<file path="src/rtl/core/bmp24w_pkg.sv">
// bmp24w_pkg: shared constants and types of the 24-bit bmp stream writer
package bmp24w_pkg;

    localparam int DIM_W      = 13;
    localparam int PREC_W     = 5;
    localparam int SAMPLE_W   = 16;
    localparam int ROWB_W     = 15;
    localparam int ISIZE_W    = 28;
    localparam int IDX_W      = 6;

    localparam int DEF_MAX_WIDTH  = 4096;
    localparam int DEF_MAX_HEIGHT = 4096;

    localparam logic [DIM_W-1:0]  RST_WIDTH     = 13'd1;
    localparam logic [DIM_W-1:0]  RST_HEIGHT    = 13'd1;
    localparam logic [PREC_W-1:0] RST_PRECISION = 5'd8;
    localparam logic [PREC_W-1:0] OUT_BITS      = 5'd8;

    localparam logic [IDX_W-1:0] HDR_LEN  = 6'd54;
    localparam logic [IDX_W-1:0] PIX_BLUE = 6'd54;
    localparam logic [IDX_W-1:0] PIX_GRN  = 6'd55;
    localparam logic [IDX_W-1:0] PIX_RED  = 6'd56;

    localparam logic [31:0] HDR_MAGIC_WORD = 32'h4D42_0000;
    localparam logic [31:0] HDR_OFFSET     = 32'd54;
    localparam logic [31:0] HDR_INFO_SIZE  = 32'd40;
    localparam logic [31:0] HDR_PLANES_BPP = 32'h0018_0001;

    typedef enum logic [1:0] {
        CFG_WIDTH     = 2'd0,
        CFG_HEIGHT    = 2'd1,
        CFG_PRECISION = 2'd2
    } cfg_reg_t;

    typedef enum logic [3:0] {
        HW_MAGIC   = 4'd0,
        HW_FSIZE   = 4'd1,
        HW_RSVD    = 4'd2,
        HW_OFFSET  = 4'd3,
        HW_INFO    = 4'd4,
        HW_WIDTH   = 4'd5,
        HW_HEIGHT  = 4'd6,
        HW_PLANES  = 4'd7,
        HW_COMPR   = 4'd8,
        HW_ISIZE   = 4'd9
    } hdr_word_t;

endpackage

</file>
<file path="src/rtl/core/bmp24_stream_writer_top.sv">
// bmp24_stream_writer_top: pixel stream to 24-bit bmp byte stream
//
// pixels come in on the in_ channel (red, green, blue), bottom row first, left
// to right; bytes of the file leave on the out_ channel, one byte a cycle while out_stall is low.
// the first pixel of an image brings out the 54-byte header before its own
// blue, green and red bytes; the last pixel of a row adds w mod 4 zero bytes.
// run_last marks the final byte of each pixel, image_last the final file byte.
// image_width, image_height and sample_precision are written on the cfg_
// channel (index 0, 1, 2) between images or between pixels; cfg_ready is high.
// a pixel is registered at acceptance; its bytes reach the out_ port through the
// output register. a pixel gives 3 bytes on the output port, plus 54 with the
// header and 1 to 3 for row padding: the one-byte output register sets the
// rate. the next pixel is taken in the cycle its predecessor's last byte
// moves out. out_stall holds the output register and, through it, the byte
// sequencer and in_stall. reset clears the counters and the pending transaction
// and restores width 1, height 1, precision 8.
module bmp24_stream_writer_top
#(
    parameter int MAX_WIDTH  = bmp24w_pkg::DEF_MAX_WIDTH,
    parameter int MAX_HEIGHT = bmp24w_pkg::DEF_MAX_HEIGHT
)
(
    input  logic        clk,
    input  logic        rst_n,

    input  logic        cfg_valid,
    output logic        cfg_ready,
    input  logic [1:0]  cfg_index,
    input  logic [12:0] cfg_data,

    input  logic        in_valid,
    output logic        in_stall,
    input  logic [15:0] red,
    input  logic [15:0] green,
    input  logic [15:0] blue,

    output logic        out_valid,
    input  logic        out_stall,
    output logic [7:0]  out_byte,
    output logic        run_last,
    output logic        image_last
);

    localparam int COL_W = (MAX_WIDTH  > 1) ? $clog2(MAX_WIDTH)  : 1;
    localparam int ROW_W = (MAX_HEIGHT > 1) ? $clog2(MAX_HEIGHT) : 1;
    localparam int DW    = bmp24w_pkg::DIM_W;
    localparam int IW    = bmp24w_pkg::IDX_W;

    logic [DW-1:0]                    width_reg;
    logic [DW-1:0]                    height_reg;
    logic [bmp24w_pkg::PREC_W-1:0]    prec_reg;

    logic [COL_W-1:0]                 col_reg,  col_next;
    logic [ROW_W-1:0]                 rows_reg, rows_next;
    logic                             hdr_sent_reg, hdr_sent_next;

    logic                             item_valid_reg, item_valid_next;
    logic [IW-1:0]                    idx_reg, idx_next;
    logic [7:0]                       blue_reg, green_reg, red_reg;
    logic [1:0]                       item_pad_reg;
    logic                             item_end_reg;
    logic [DW-1:0]                    item_w_reg, item_h_reg;
    logic [bmp24w_pkg::ISIZE_W-1:0]   item_isize_reg;

    logic                             out_valid_reg, out_valid_next;
    logic [7:0]                       out_byte_reg, out_byte_next;
    logic                             run_last_reg, run_last_next;
    logic                             image_last_reg, image_last_next;

    logic [DW-1:0]                    w_eff, h_eff;
    logic [bmp24w_pkg::ROWB_W-1:0]    row_bytes;
    logic [bmp24w_pkg::ISIZE_W-1:0]   isize;
    logic                             row_end, image_end;
    logic [7:0]                       blue_red, green_red, red_red;

    logic                             out_free, emit, item_done, in_acc;
    logic [IW-1:0]                    last_idx, hdr_pos;
    logic [31:0]                      hdr_word, fsize;
    logic [7:0]                       hdr_byte;

    assign cfg_ready = 1'b1;

    always_ff @(posedge clk or negedge rst_n)
    begin
        if (!rst_n)
        begin
            width_reg  <= bmp24w_pkg::RST_WIDTH;
            height_reg <= bmp24w_pkg::RST_HEIGHT;
            prec_reg   <= bmp24w_pkg::RST_PRECISION;
        end
        else if (cfg_valid && cfg_ready)
        begin
            unique case (cfg_index)
                bmp24w_pkg::CFG_WIDTH:     width_reg  <= cfg_data;
                bmp24w_pkg::CFG_HEIGHT:    height_reg <= cfg_data;
                bmp24w_pkg::CFG_PRECISION: prec_reg   <= cfg_data[bmp24w_pkg::PREC_W-1:0];
                default:                   ;
            endcase
        end
    end

    // effective dimensions
    always_comb
    begin
        if (width_reg == '0)
            w_eff = DW'(1);
        else if (32'(width_reg) > 32'(MAX_WIDTH))
            w_eff = DW'(MAX_WIDTH);
        else
            w_eff = width_reg;

        if (height_reg == '0)
            h_eff = DW'(1);
        else if (32'(height_reg) > 32'(MAX_HEIGHT))
            h_eff = DW'(MAX_HEIGHT);
        else
            h_eff = height_reg;

        row_bytes = bmp24w_pkg::ROWB_W'(w_eff) * bmp24w_pkg::ROWB_W'(3)
                  + bmp24w_pkg::ROWB_W'(w_eff[1:0]);
        isize     = bmp24w_pkg::ISIZE_W'(row_bytes) * bmp24w_pkg::ISIZE_W'(h_eff);
        row_end   = (32'(col_reg) + 32'd1) >= 32'(w_eff);
        image_end = row_end && ((32'(rows_reg) + 32'd1) >= 32'(h_eff));
    end

    bmp24w_reduce u_reduce_blue
    (
        .sample    (blue),
        .precision (prec_reg),
        .value     (blue_red)
    );

    bmp24w_reduce u_reduce_green
    (
        .sample    (green),
        .precision (prec_reg),
        .value     (green_red)
    );

    bmp24w_reduce u_reduce_red
    (
        .sample    (red),
        .precision (prec_reg),
        .value     (red_red)
    );

    // byte sequencer handshake
    always_comb
    begin
        last_idx  = bmp24w_pkg::PIX_RED + IW'(item_pad_reg);
        out_free  = !out_valid_reg || !out_stall;
        emit      = item_valid_reg && out_free;
        item_done = emit && (idx_reg == last_idx);
        in_stall  = item_valid_reg && !item_done;
        in_acc    = in_valid && !in_stall;
    end

    // row and image counters
    always_comb
    begin
        col_next      = col_reg;
        rows_next     = rows_reg;
        hdr_sent_next = hdr_sent_reg;
        if (in_acc)
        begin
            hdr_sent_next = !image_end;
            if (row_end)
            begin
                col_next = '0;
                if (image_end)
                    rows_next = '0;
                else
                    rows_next = rows_reg + ROW_W'(1);
            end
            else
            begin
                col_next = col_reg + COL_W'(1);
            end
        end
    end

    always_ff @(posedge clk or negedge rst_n)
    begin
        if (!rst_n)
        begin
            col_reg      <= '0;
            rows_reg     <= '0;
            hdr_sent_reg <= 1'b0;
        end
        else
        begin
            col_reg      <= col_next;
            rows_reg     <= rows_next;
            hdr_sent_reg <= hdr_sent_next;
        end
    end

    // pixel transaction register
    always_comb
    begin
        item_valid_next = item_valid_reg;
        idx_next        = idx_reg;
        if (in_acc)
        begin
            item_valid_next = 1'b1;
            idx_next        = hdr_sent_reg ? bmp24w_pkg::HDR_LEN : '0;
        end
        else if (item_done)
        begin
            item_valid_next = 1'b0;
        end
        else if (emit)
        begin
            idx_next = idx_reg + IW'(1);
        end
    end

    always_ff @(posedge clk or negedge rst_n)
    begin
        if (!rst_n)
        begin
            item_valid_reg <= 1'b0;
            idx_reg        <= '0;
        end
        else
        begin
            item_valid_reg <= item_valid_next;
            idx_reg        <= idx_next;
        end
    end

    always_ff @(posedge clk)
    begin
        if (in_acc)
        begin
            blue_reg       <= blue_red;
            green_reg      <= green_red;
            red_reg        <= red_red;
            item_pad_reg   <= row_end ? w_eff[1:0] : 2'd0;
            item_end_reg   <= image_end;
            item_w_reg     <= w_eff;
            item_h_reg     <= h_eff;
            item_isize_reg <= isize;
        end
    end

    // header byte select: every header word starts two bytes off a 4-byte boundary
    always_comb
    begin
        hdr_pos = idx_reg + IW'(2);
        fsize   = 32'(item_isize_reg) + bmp24w_pkg::HDR_OFFSET;
        case (hdr_pos[IW-1:2])
            bmp24w_pkg::HW_MAGIC:  hdr_word = bmp24w_pkg::HDR_MAGIC_WORD;
            bmp24w_pkg::HW_FSIZE:  hdr_word = fsize;
            bmp24w_pkg::HW_OFFSET: hdr_word = bmp24w_pkg::HDR_OFFSET;
            bmp24w_pkg::HW_INFO:   hdr_word = bmp24w_pkg::HDR_INFO_SIZE;
            bmp24w_pkg::HW_WIDTH:  hdr_word = 32'(item_w_reg);
            bmp24w_pkg::HW_HEIGHT: hdr_word = 32'(item_h_reg);
            bmp24w_pkg::HW_PLANES: hdr_word = bmp24w_pkg::HDR_PLANES_BPP;
            bmp24w_pkg::HW_ISIZE:  hdr_word = 32'(item_isize_reg);
            default:               hdr_word = 32'd0;
        endcase
        hdr_byte = 8'(hdr_word >> {hdr_pos[1:0], 3'b000});
    end

    // output register
    always_comb
    begin
        out_valid_next  = emit || (out_valid_reg && out_stall);
        out_byte_next   = out_byte_reg;
        run_last_next   = run_last_reg;
        image_last_next = image_last_reg;
        if (emit)
        begin
            if (idx_reg < bmp24w_pkg::HDR_LEN)
                out_byte_next = hdr_byte;
            else if (idx_reg == bmp24w_pkg::PIX_BLUE)
                out_byte_next = blue_reg;
            else if (idx_reg == bmp24w_pkg::PIX_GRN)
                out_byte_next = green_reg;
            else if (idx_reg == bmp24w_pkg::PIX_RED)
                out_byte_next = red_reg;
            else
                out_byte_next = 8'd0;
            run_last_next   = (idx_reg == last_idx);
            image_last_next = (idx_reg == last_idx) && item_end_reg;
        end
    end

    always_ff @(posedge clk or negedge rst_n)
    begin
        if (!rst_n)
            out_valid_reg <= 1'b0;
        else
            out_valid_reg <= out_valid_next;
    end

    always_ff @(posedge clk)
    begin
        out_byte_reg   <= out_byte_next;
        run_last_reg   <= run_last_next;
        image_last_reg <= image_last_next;
    end

    assign out_valid  = out_valid_reg;
    assign out_byte   = out_byte_reg;
    assign run_last   = run_last_reg;
    assign image_last = image_last_reg;

endmodule

</file>
<file path="src/rtl/core/bmp24w_reduce.sv">
// bmp24w_reduce: rounds one colour sample down to eight bits and saturates it
module bmp24w_reduce
(
    input  logic [bmp24w_pkg::SAMPLE_W-1:0] sample,
    input  logic [bmp24w_pkg::PREC_W-1:0]   precision,
    output logic [7:0]                      value
);

    logic [bmp24w_pkg::PREC_W-1:0]   shift;
    logic [bmp24w_pkg::SAMPLE_W-1:0] shifted;
    logic [bmp24w_pkg::SAMPLE_W-1:0] half;
    logic [bmp24w_pkg::SAMPLE_W:0]   rounded;

    always_comb
    begin
        shift   = precision - bmp24w_pkg::OUT_BITS;
        shifted = sample >> shift;
        half    = sample >> (shift - 5'd1);
        if (precision > bmp24w_pkg::OUT_BITS)
        begin
            rounded = {1'b0, shifted} + {{bmp24w_pkg::SAMPLE_W{1'b0}}, half[0]};
        end
        else
        begin
            rounded = {1'b0, sample};
        end
        if (rounded > 17'd255)
        begin
            value = 8'hFF;
        end
        else
        begin
            value = rounded[7:0];
        end
    end

endmodule
</file>
<file path="config.mk">
export PLATFORM = sky130hd
export DESIGN_NAME = bmp24_stream_writer_top
export DESIGN_NICKNAME = d
export VERILOG_FILES = /design/src/rtl/core/bmp24w_pkg.sv /design/src/rtl/core/bmp24_stream_writer_top.sv /design/src/rtl/core/bmp24w_reduce.sv
export SDC_FILE = /design/constraint.sdc
export NUM_CORES = 1
export LEC_CHECK = 0
export BUFFER_PORTS_ARGS = -buffer_cell sky130_fd_sc_hd__clkbuf_2
export CAP_MARGIN = 15
export CORE_MARGIN = 1.5
export CORE_UTILIZATION = 35
export DETAILED_ROUTE_END_ITERATION = 10
export SYNTH_ARGS = -nofsm -noshare
export SYNTH_HDL_FRONTEND = slang
export SYNTH_SLANG_ARGS = --single-unit
</file>
<file path="constraint.sdc">
create_clock -name clk -period 9 [get_ports clk]
set_clock_uncertainty 0.1 [all_clocks]
set_input_delay 1.8 -clock clk [delete_from_list [all_inputs] [get_ports clk]]
set_output_delay 1.8 -clock clk [all_outputs]
set_load 0.01 [all_outputs]
</file>
## Word level (Yosys, flattened, before mapping)

Cells that the tools add are included.

| word-level totals | value |
|---|---|
| word-level logic and storage cells | 111 |
| output and inout port bits | 13 |
| input bits | 68 |
| flip-flop bits (word level) | 155 |

| cells by class | value |
|---|---|
| equality and inequality tests | 14 |
| muxes and demuxes | 20 |
| $lt $le $gt $ge | 9 |
| add/sub/neg operators | 14 |
| shift operators | 7 |
| reduce and logical (&&, ||, !) cells | 25 |
| multipliers | 2 |

Operator list:

| kind | count |
|---|---|
| case mux 31 bit (8 select lines) | 1 |
| two-way mux 13 bit | 4 |
| adder 16 x 1 -> 17 bit | 3 |
| greater-than comparator 17 x 8 -> 1 bit (second input constant) | 3 |
| two-way mux 17 bit | 3 |
| right shift 16 x 5 -> 1 bit | 3 |
| right shift 16 x 5 -> 16 bit | 3 |
| two-way mux 8 bit | 4 |
| right shift 32 x 5 -> 8 bit | 1 |
| adder 28 x 6 -> 29 bit (second input constant) | 1 |
| multiplier 15 x 13 -> 28 bit | 1 |
| adder 12 x 1 -> 13 bit (second input constant) | 2 |
| greater-or-equal comparator 13 bit | 2 |
| greater-than comparator 13 bit (second input constant) | 2 |
| logical NOT 13 bit | 2 |
| adder 12 x 1 -> 12 bit (second input constant) | 2 |
| two-way mux 12 bit | 2 |
| two-way mux 6 bit | 4 |
| equality test 6 bit (second input constant) | 3 |
| equality test 4 x 3 -> 1 bit (second input constant) | 4 |
| adder 15 x 2 -> 15 bit | 1 |
| multiplier 13 x 2 -> 15 bit (second input constant) | 1 |
| AND reduction 2 bit | 5 |
| logical AND 1 bit | 7 |
| other kinds (20) | 27 |

## Logic depth before layout (Yosys ltp)

| depth | value |
|---|---|
| depth after elaboration | 10 |
| mapped depth | 36 |
| mapped depth without buffers | 34 |

## Hierarchy

Synthesis repeated with hierarchy kept, for this count alone.

| unflattened totals | value |
|---|---|
| cell total of the unflattened synthesis | 2122 |
| area, all modules | 19356.1 um^2 |

Modules (own cells, without submodules):

| module | cells each | area each (um^2) | sequential area each (um^2) | times used |
|---|---|---|---|---|
| bmp24_stream_writer_top | 1522 | 14585.2 | 4307.9 | 1 |
| bmp24w_reduce (u_reduce_green ...) | 207 | 1580.3 | 0.0 | 2 |
| bmp24w_reduce (u_reduce_blue) | 186 | 1610.3 | 0.0 | 1 |

## Least setup slack after synthesis

Ideal clock, no wire load.

| timing | value |
|---|---|
| path type | register to register |
| start | register width_reg[12] |
| end | register item_isize_reg[27] (netlist bit) (data pin) |
| arrival time | 7.799 ns |
| buffers on the path | 2 |
| required time | 8.639 ns |
| period minus slack after synthesis | 8.161 ns |
| library setup time | 0.261 ns |
| stages on the path, launching flop included | 35 |
| slack | 0.839 ns |
| path through | dfrtp_1 inv_1 clkbuf_1 nand2_1 inv_1 ha_1 ha_1 a31oi_1 o21bai_1 a211oi_1 o21ai_0 a31o_2 a21o_1 clkbuf_1 xnor2_1 nor2_1 fa_1 inv_1 fa_1 inv_1 fa_1 fa_1 inv_1 fa_1 inv_1 ha_1 nand2_1 a21oi_1 a211o_1 o21a_1 nor3_1 o21ai_0 a31oi_1 o21ai_0 xnor2_1 |

| on the way | value |
|---|---|
| word-level cells in the longest chain between the ends | 6 |
| elaborated cells between the ends (all ways) | 7 |
| those cells by class | 1 x add/sub; 2 x mul; 1 x order compare; 2 x mux; 1 x reduce/logical |

RTL lines:

| what | line | source |
|---|---|---|
| from (decl) | bmp24_stream_writer_top.sv:49 | `logic [DW-1:0] width_reg;` |
| from (signal assigned) | bmp24_stream_writer_top.sv:87 | `width_reg <= bmp24w_pkg::RST_WIDTH;` |
| from (signal assigned) | bmp24_stream_writer_top.sv:94 | `bmp24w_pkg::CFG_WIDTH: width_reg <= cfg_data;` |
| greater-than comparator 13 bit | bmp24_stream_writer_top.sv:107 | `else if (32'(width_reg) > 32'(MAX_WIDTH))` |
| two-way mux 13 bit | bmp24_stream_writer_top.sv:107 |  |
| two-way mux 13 bit (*) | bmp24_stream_writer_top.sv:105 | `if (width_reg == '0)` |
| named net w_eff[3] | bmp24_stream_writer_top.sv:70 | `logic [DW-1:0] w_eff, h_eff;` |
| multiplier 13 x 2 -> 15 bit (*) | bmp24_stream_writer_top.sv:119 | `row_bytes = bmp24w_pkg::ROWB_W'(w_eff) * bmp24w_pkg::ROWB_W'(3)` |
| adder 15 x 2 -> 15 bit (*) | bmp24_stream_writer_top.sv:120 | `+ bmp24w_pkg::ROWB_W'(w_eff[1:0]);` |
| multiplier 15 x 13 -> 28 bit (*) | bmp24_stream_writer_top.sv:121 | `isize = bmp24w_pkg::ISIZE_W'(row_bytes) * bmp24w_pkg::ISIZE_W'(h_eff);` |
| named net isize, one bit | bmp24_stream_writer_top.sv:72 | `logic [bmp24w_pkg::ISIZE_W-1:0] isize;` |
| to (signal assigned) | bmp24_stream_writer_top.sv:243 | `item_isize_reg <= isize;` |
| to (decl) | bmp24_stream_writer_top.sv:63 | `logic [bmp24w_pkg::ISIZE_W-1:0] item_isize_reg;` |

The timed path passes the listed nets; every way through them passes the cells marked *.
A chain may end at the register's enable or synchronous reset.

## Worst setup path after layout

| timing | value |
|---|---|
| start | register width_reg[0] |
| end | register item_isize_reg[27] (netlist bit) (data pin) |

| on the way | value |
|---|---|
| word-level cells in the longest chain between the ends | 6 |
| elaborated cells between the ends (all ways) | 7 |
| those cells by class | 1 x add/sub; 2 x mul; 1 x order compare; 2 x mux; 1 x reduce/logical |

RTL lines:

| what | line |
|---|---|
| greater-than comparator 13 bit | bmp24_stream_writer_top.sv:107 |
| two-way mux 13 bit | bmp24_stream_writer_top.sv:107 |
| two-way mux 13 bit (*) | bmp24_stream_writer_top.sv:105 |
| named net w_eff[0] | bmp24_stream_writer_top.sv:70 |
| multiplier 13 x 2 -> 15 bit | bmp24_stream_writer_top.sv:119 |
| adder 15 x 2 -> 15 bit (*) | bmp24_stream_writer_top.sv:120 |
| multiplier 15 x 13 -> 28 bit (*) | bmp24_stream_writer_top.sv:121 |
| named net isize, one bit | bmp24_stream_writer_top.sv:72 |

Marks and branches as above.

==> impl_metrics.toml <==
[placement]
gp_congestion = 0.919
hpwl_um = 42600
postPlaceCellArea_um2 = 19700
port_buffers = 79

[routing]
drtIter0Drc = 1447
dr.pass1.iters = 5
routed_wl_um = 54500
ant_nets = 0
wl_per_cell_um = 19.6
detail_route.vias_per_cell = 5.60
drc_errors = 0
vias = 15600

[power]
seqPwrFrac_pct = 14.4
p_int_mw = 4.12
switching_share_pct = 51.1
finalPower_mw = 8.41
power_frac_comb_pct = 77.4
clkPwrFrac_pct = 8.1
power.static_leakage_nw = 8.78
ir_worst_vdd_mv = 0.457
power.density_nw_per_um2 = 414
switchingPower_mw = 4.29

[setup_path]
crit_path_top_delay_cell = "dfstp_2"
critPathMaxFanout = 6
r2r-start = "width_reg[0]$_DFFE_PN1P_"
reg2reg_to = "item_isize_reg[27]$_DFFE_PP_"
slowest_delay_ns = 0.56
cp_top_family = "adder cells"
critPathKind = "flop to flop"
critPathCapture = "item_isize_reg[27]$_DFFE_PP_"
crit_buf_inv = 3
start_kind = "flop"
regToRegSetupSlack_ns = 0.52
crit_path_frequent_cell = "fa_1"
critPathLaunch = "width_reg[0]$_DFFE_PN1P_"
worst-r2r-cell-count = 32
cp-end-kind = "flop"
cp.arrival_ns = 8.57
required_ns = 9.09
cp.depth = 32

[grt]
use_met3_pct = 3.53
gr-usage-met1_pct = 29.2
antenna_found_initial = 0
grt_busiest_layer = "met2"
grtUsageTotal_pct = 20.3
grt_overflow = 0
met2_usage_pct = 30.9
grt_pass1_wl_um = 86100
grt_pass1_vias = 15300
grt_max_degree = 83

[layout]
diodes = 0
nNetsFinal = 2411
final_area_um2 = 20300
syn_to_final_growth_pct = 8.99
nFillCells = 5315
drive_above_1_share_pct = 12.7
regArea_um2 = 4310
multi_input_area_um2 = 13100
largest_reg_flops = 27

[sta]
rsz0062_at_grt = "false"
final_max_slew_viol_count = 0
max_slew_margin_pct = 24.0
setup_tns_ns = 0
min_period_over_period_pct = 94.2
fmax_mhz = 118
finalSetupViolations = 0
min_period_ns = 8.48
hold_viol_final = 0
tightest_slew_ns = 1.14

[clock_tree]
cts_setup_buffers = 0
insertion_delay_ns = 0.44
root_buffer = "clkbuf_16"
cts_htree_levels = 4
clk_pin_slew_ns = 0.07
cts_tree = "built"
cts_sinks = 154
cts_max_path_buffers = 2
cts_hold_buffers = 0
cts_made_buffers = 17

[synthesis]
yosysUniqueCellTypes = 94
synth_seq_cells = 154
yosys-top-cells-area = "edfxtp_1, fa_1, ha_1"
netlist_instances = 2031
synth_most_common_cell = "nand2_1"
synthTopCellsByCount = "nand2_1, inv_1, nor2_1, ha_1, fa_1"
synth_ff_type = "edfxtp_1"
yosysSeqAreaShare_pct = 23.1
synth-edff-count = 90
yosysWarnings = 0
synth_top_area_share_pct = 14.5
synth_area_per_cell_um2 = 9.17
syn_nets = 2365
synth_area_leader_cell = "edfxtp_1"
async_flop_share_pct = 41.6
syn_area_um2 = 18600

[run]
maxCapViolCount = 0

[hold_path]
hp-class = "flop to flop"

[floorplan]
fp-row-count = 84
die_w_um = 234
initial_utilization_pct = 35.4
dieArea_um2 = 54600
ioPinCount = 81
coreArea_um2 = 52600
die_h_um = 234

[outcome]
status = "finished clean"
## tightest hold or removal path: cells and delay by family, from the launching register on
family           cells  cell delay, ns
AO/OA/AOI/OAI        1            0.06
flip-flops           1            0.35
AND/OR/NAND/NOR      1            0.05
## area by class of cell
class                   count  area share (%)
multi-input cells        1576            64.6
clock inverters            14           0.610
repair buffers            114            3.24
flip-flops and latches    154            21.2
well taps                 688            4.24
clock buffers              18            2.11
inverters                 214            3.96
## stage by stage
step	worst slack, ns	util [%]	cells	hold WS, ns
detailed placement	0.336	37.5	2746	0.388
finish	0.519	38.6	2778	0.396
CTS	0.304	38.5	2778	0.403
floorplan	0.839	-	2031	0.348
global placement	0.481	37.5	2746	0.371
global route	0.00696	38.6	2778	0.434
## cell usage in the layout (no fill, tap or decap), types with 35 or more instances in the layout
cell type / n
mux2_2: 53
nand3_1: 60
xnor2_1: 65
a21oi_1: 59
nor2_1: 191
dfrtp_1: 59
buf_4: 35
ha_1: 134
fa_1: 132
xor2_1: 52
inv_1: 210
edfxtp_1: 90
clkbuf_2: 78
o21ai_0: 88
mux2i_1: 41
nor3_1: 44
nand2_1: 243
## routing by layer
metal / wire (µm) / vias to the layer above
li1: - / 7210
met1: 25100 / 7604
met2: 23900 / 661
met3: 4130 / 88
met4: 1380 / 0
met5: 0 / -
## repair_timing
item,in CTS,in global routing
gates resized for setup,0,9
endpoints found under the setup margin,0,4
endpoints found under the hold margin,0,0
## kinds of logic after synthesis
group	Yosys count	share of synthesized area, %
muxes	139	11.1
buffers and inverters	301	6.80
DFF	154	23.1
and+or+nand+nor	692	17.1
AOI/OAI and AO/OA	358	13.1
adders and majority gates	266	23.2
other	1	0.0201
xor gates and xnor gates	120	5.64
## how the worst min path moves through the flow
stage                               start                        to  slack [ns]  cells after the start
2_1_floorplan  item_valid_reg$_DFFE_PN0P_       out_valid$_DFF_PN0_        0.35                      1
3_3_place_gp     hdr_sent_reg$_DFFE_PN0P_  hdr_sent_reg$_DFFE_PN0P_        0.37                      2
3_5_place_dp     hdr_sent_reg$_DFFE_PN0P_  hdr_sent_reg$_DFFE_PN0P_        0.39                      2
4_1_cts          hdr_sent_reg$_DFFE_PN0P_  hdr_sent_reg$_DFFE_PN0P_        0.40                      2
5_1_grt          hdr_sent_reg$_DFFE_PN0P_  hdr_sent_reg$_DFFE_PN0P_        0.43                      2
6_report         hdr_sent_reg$_DFFE_PN0P_  hdr_sent_reg$_DFFE_PN0P_        0.40                      2
## power by group through the flow
stage | clock network (mW) | logic (mW) | registers [mW]
4_1_cts | 0.700 | 6.50 | 1.21
3_3_place_gp | 0 | 6.38 | 1.22
2_1_floorplan | 0 | 4.98 | 1.16
3_5_place_dp | 0 | 6.46 | 1.23
6_report | 0.685 | 6.51 | 1.22
5_1_grt | 0.728 | 7.38 | 1.23
(Power assumes the default switching activity.)
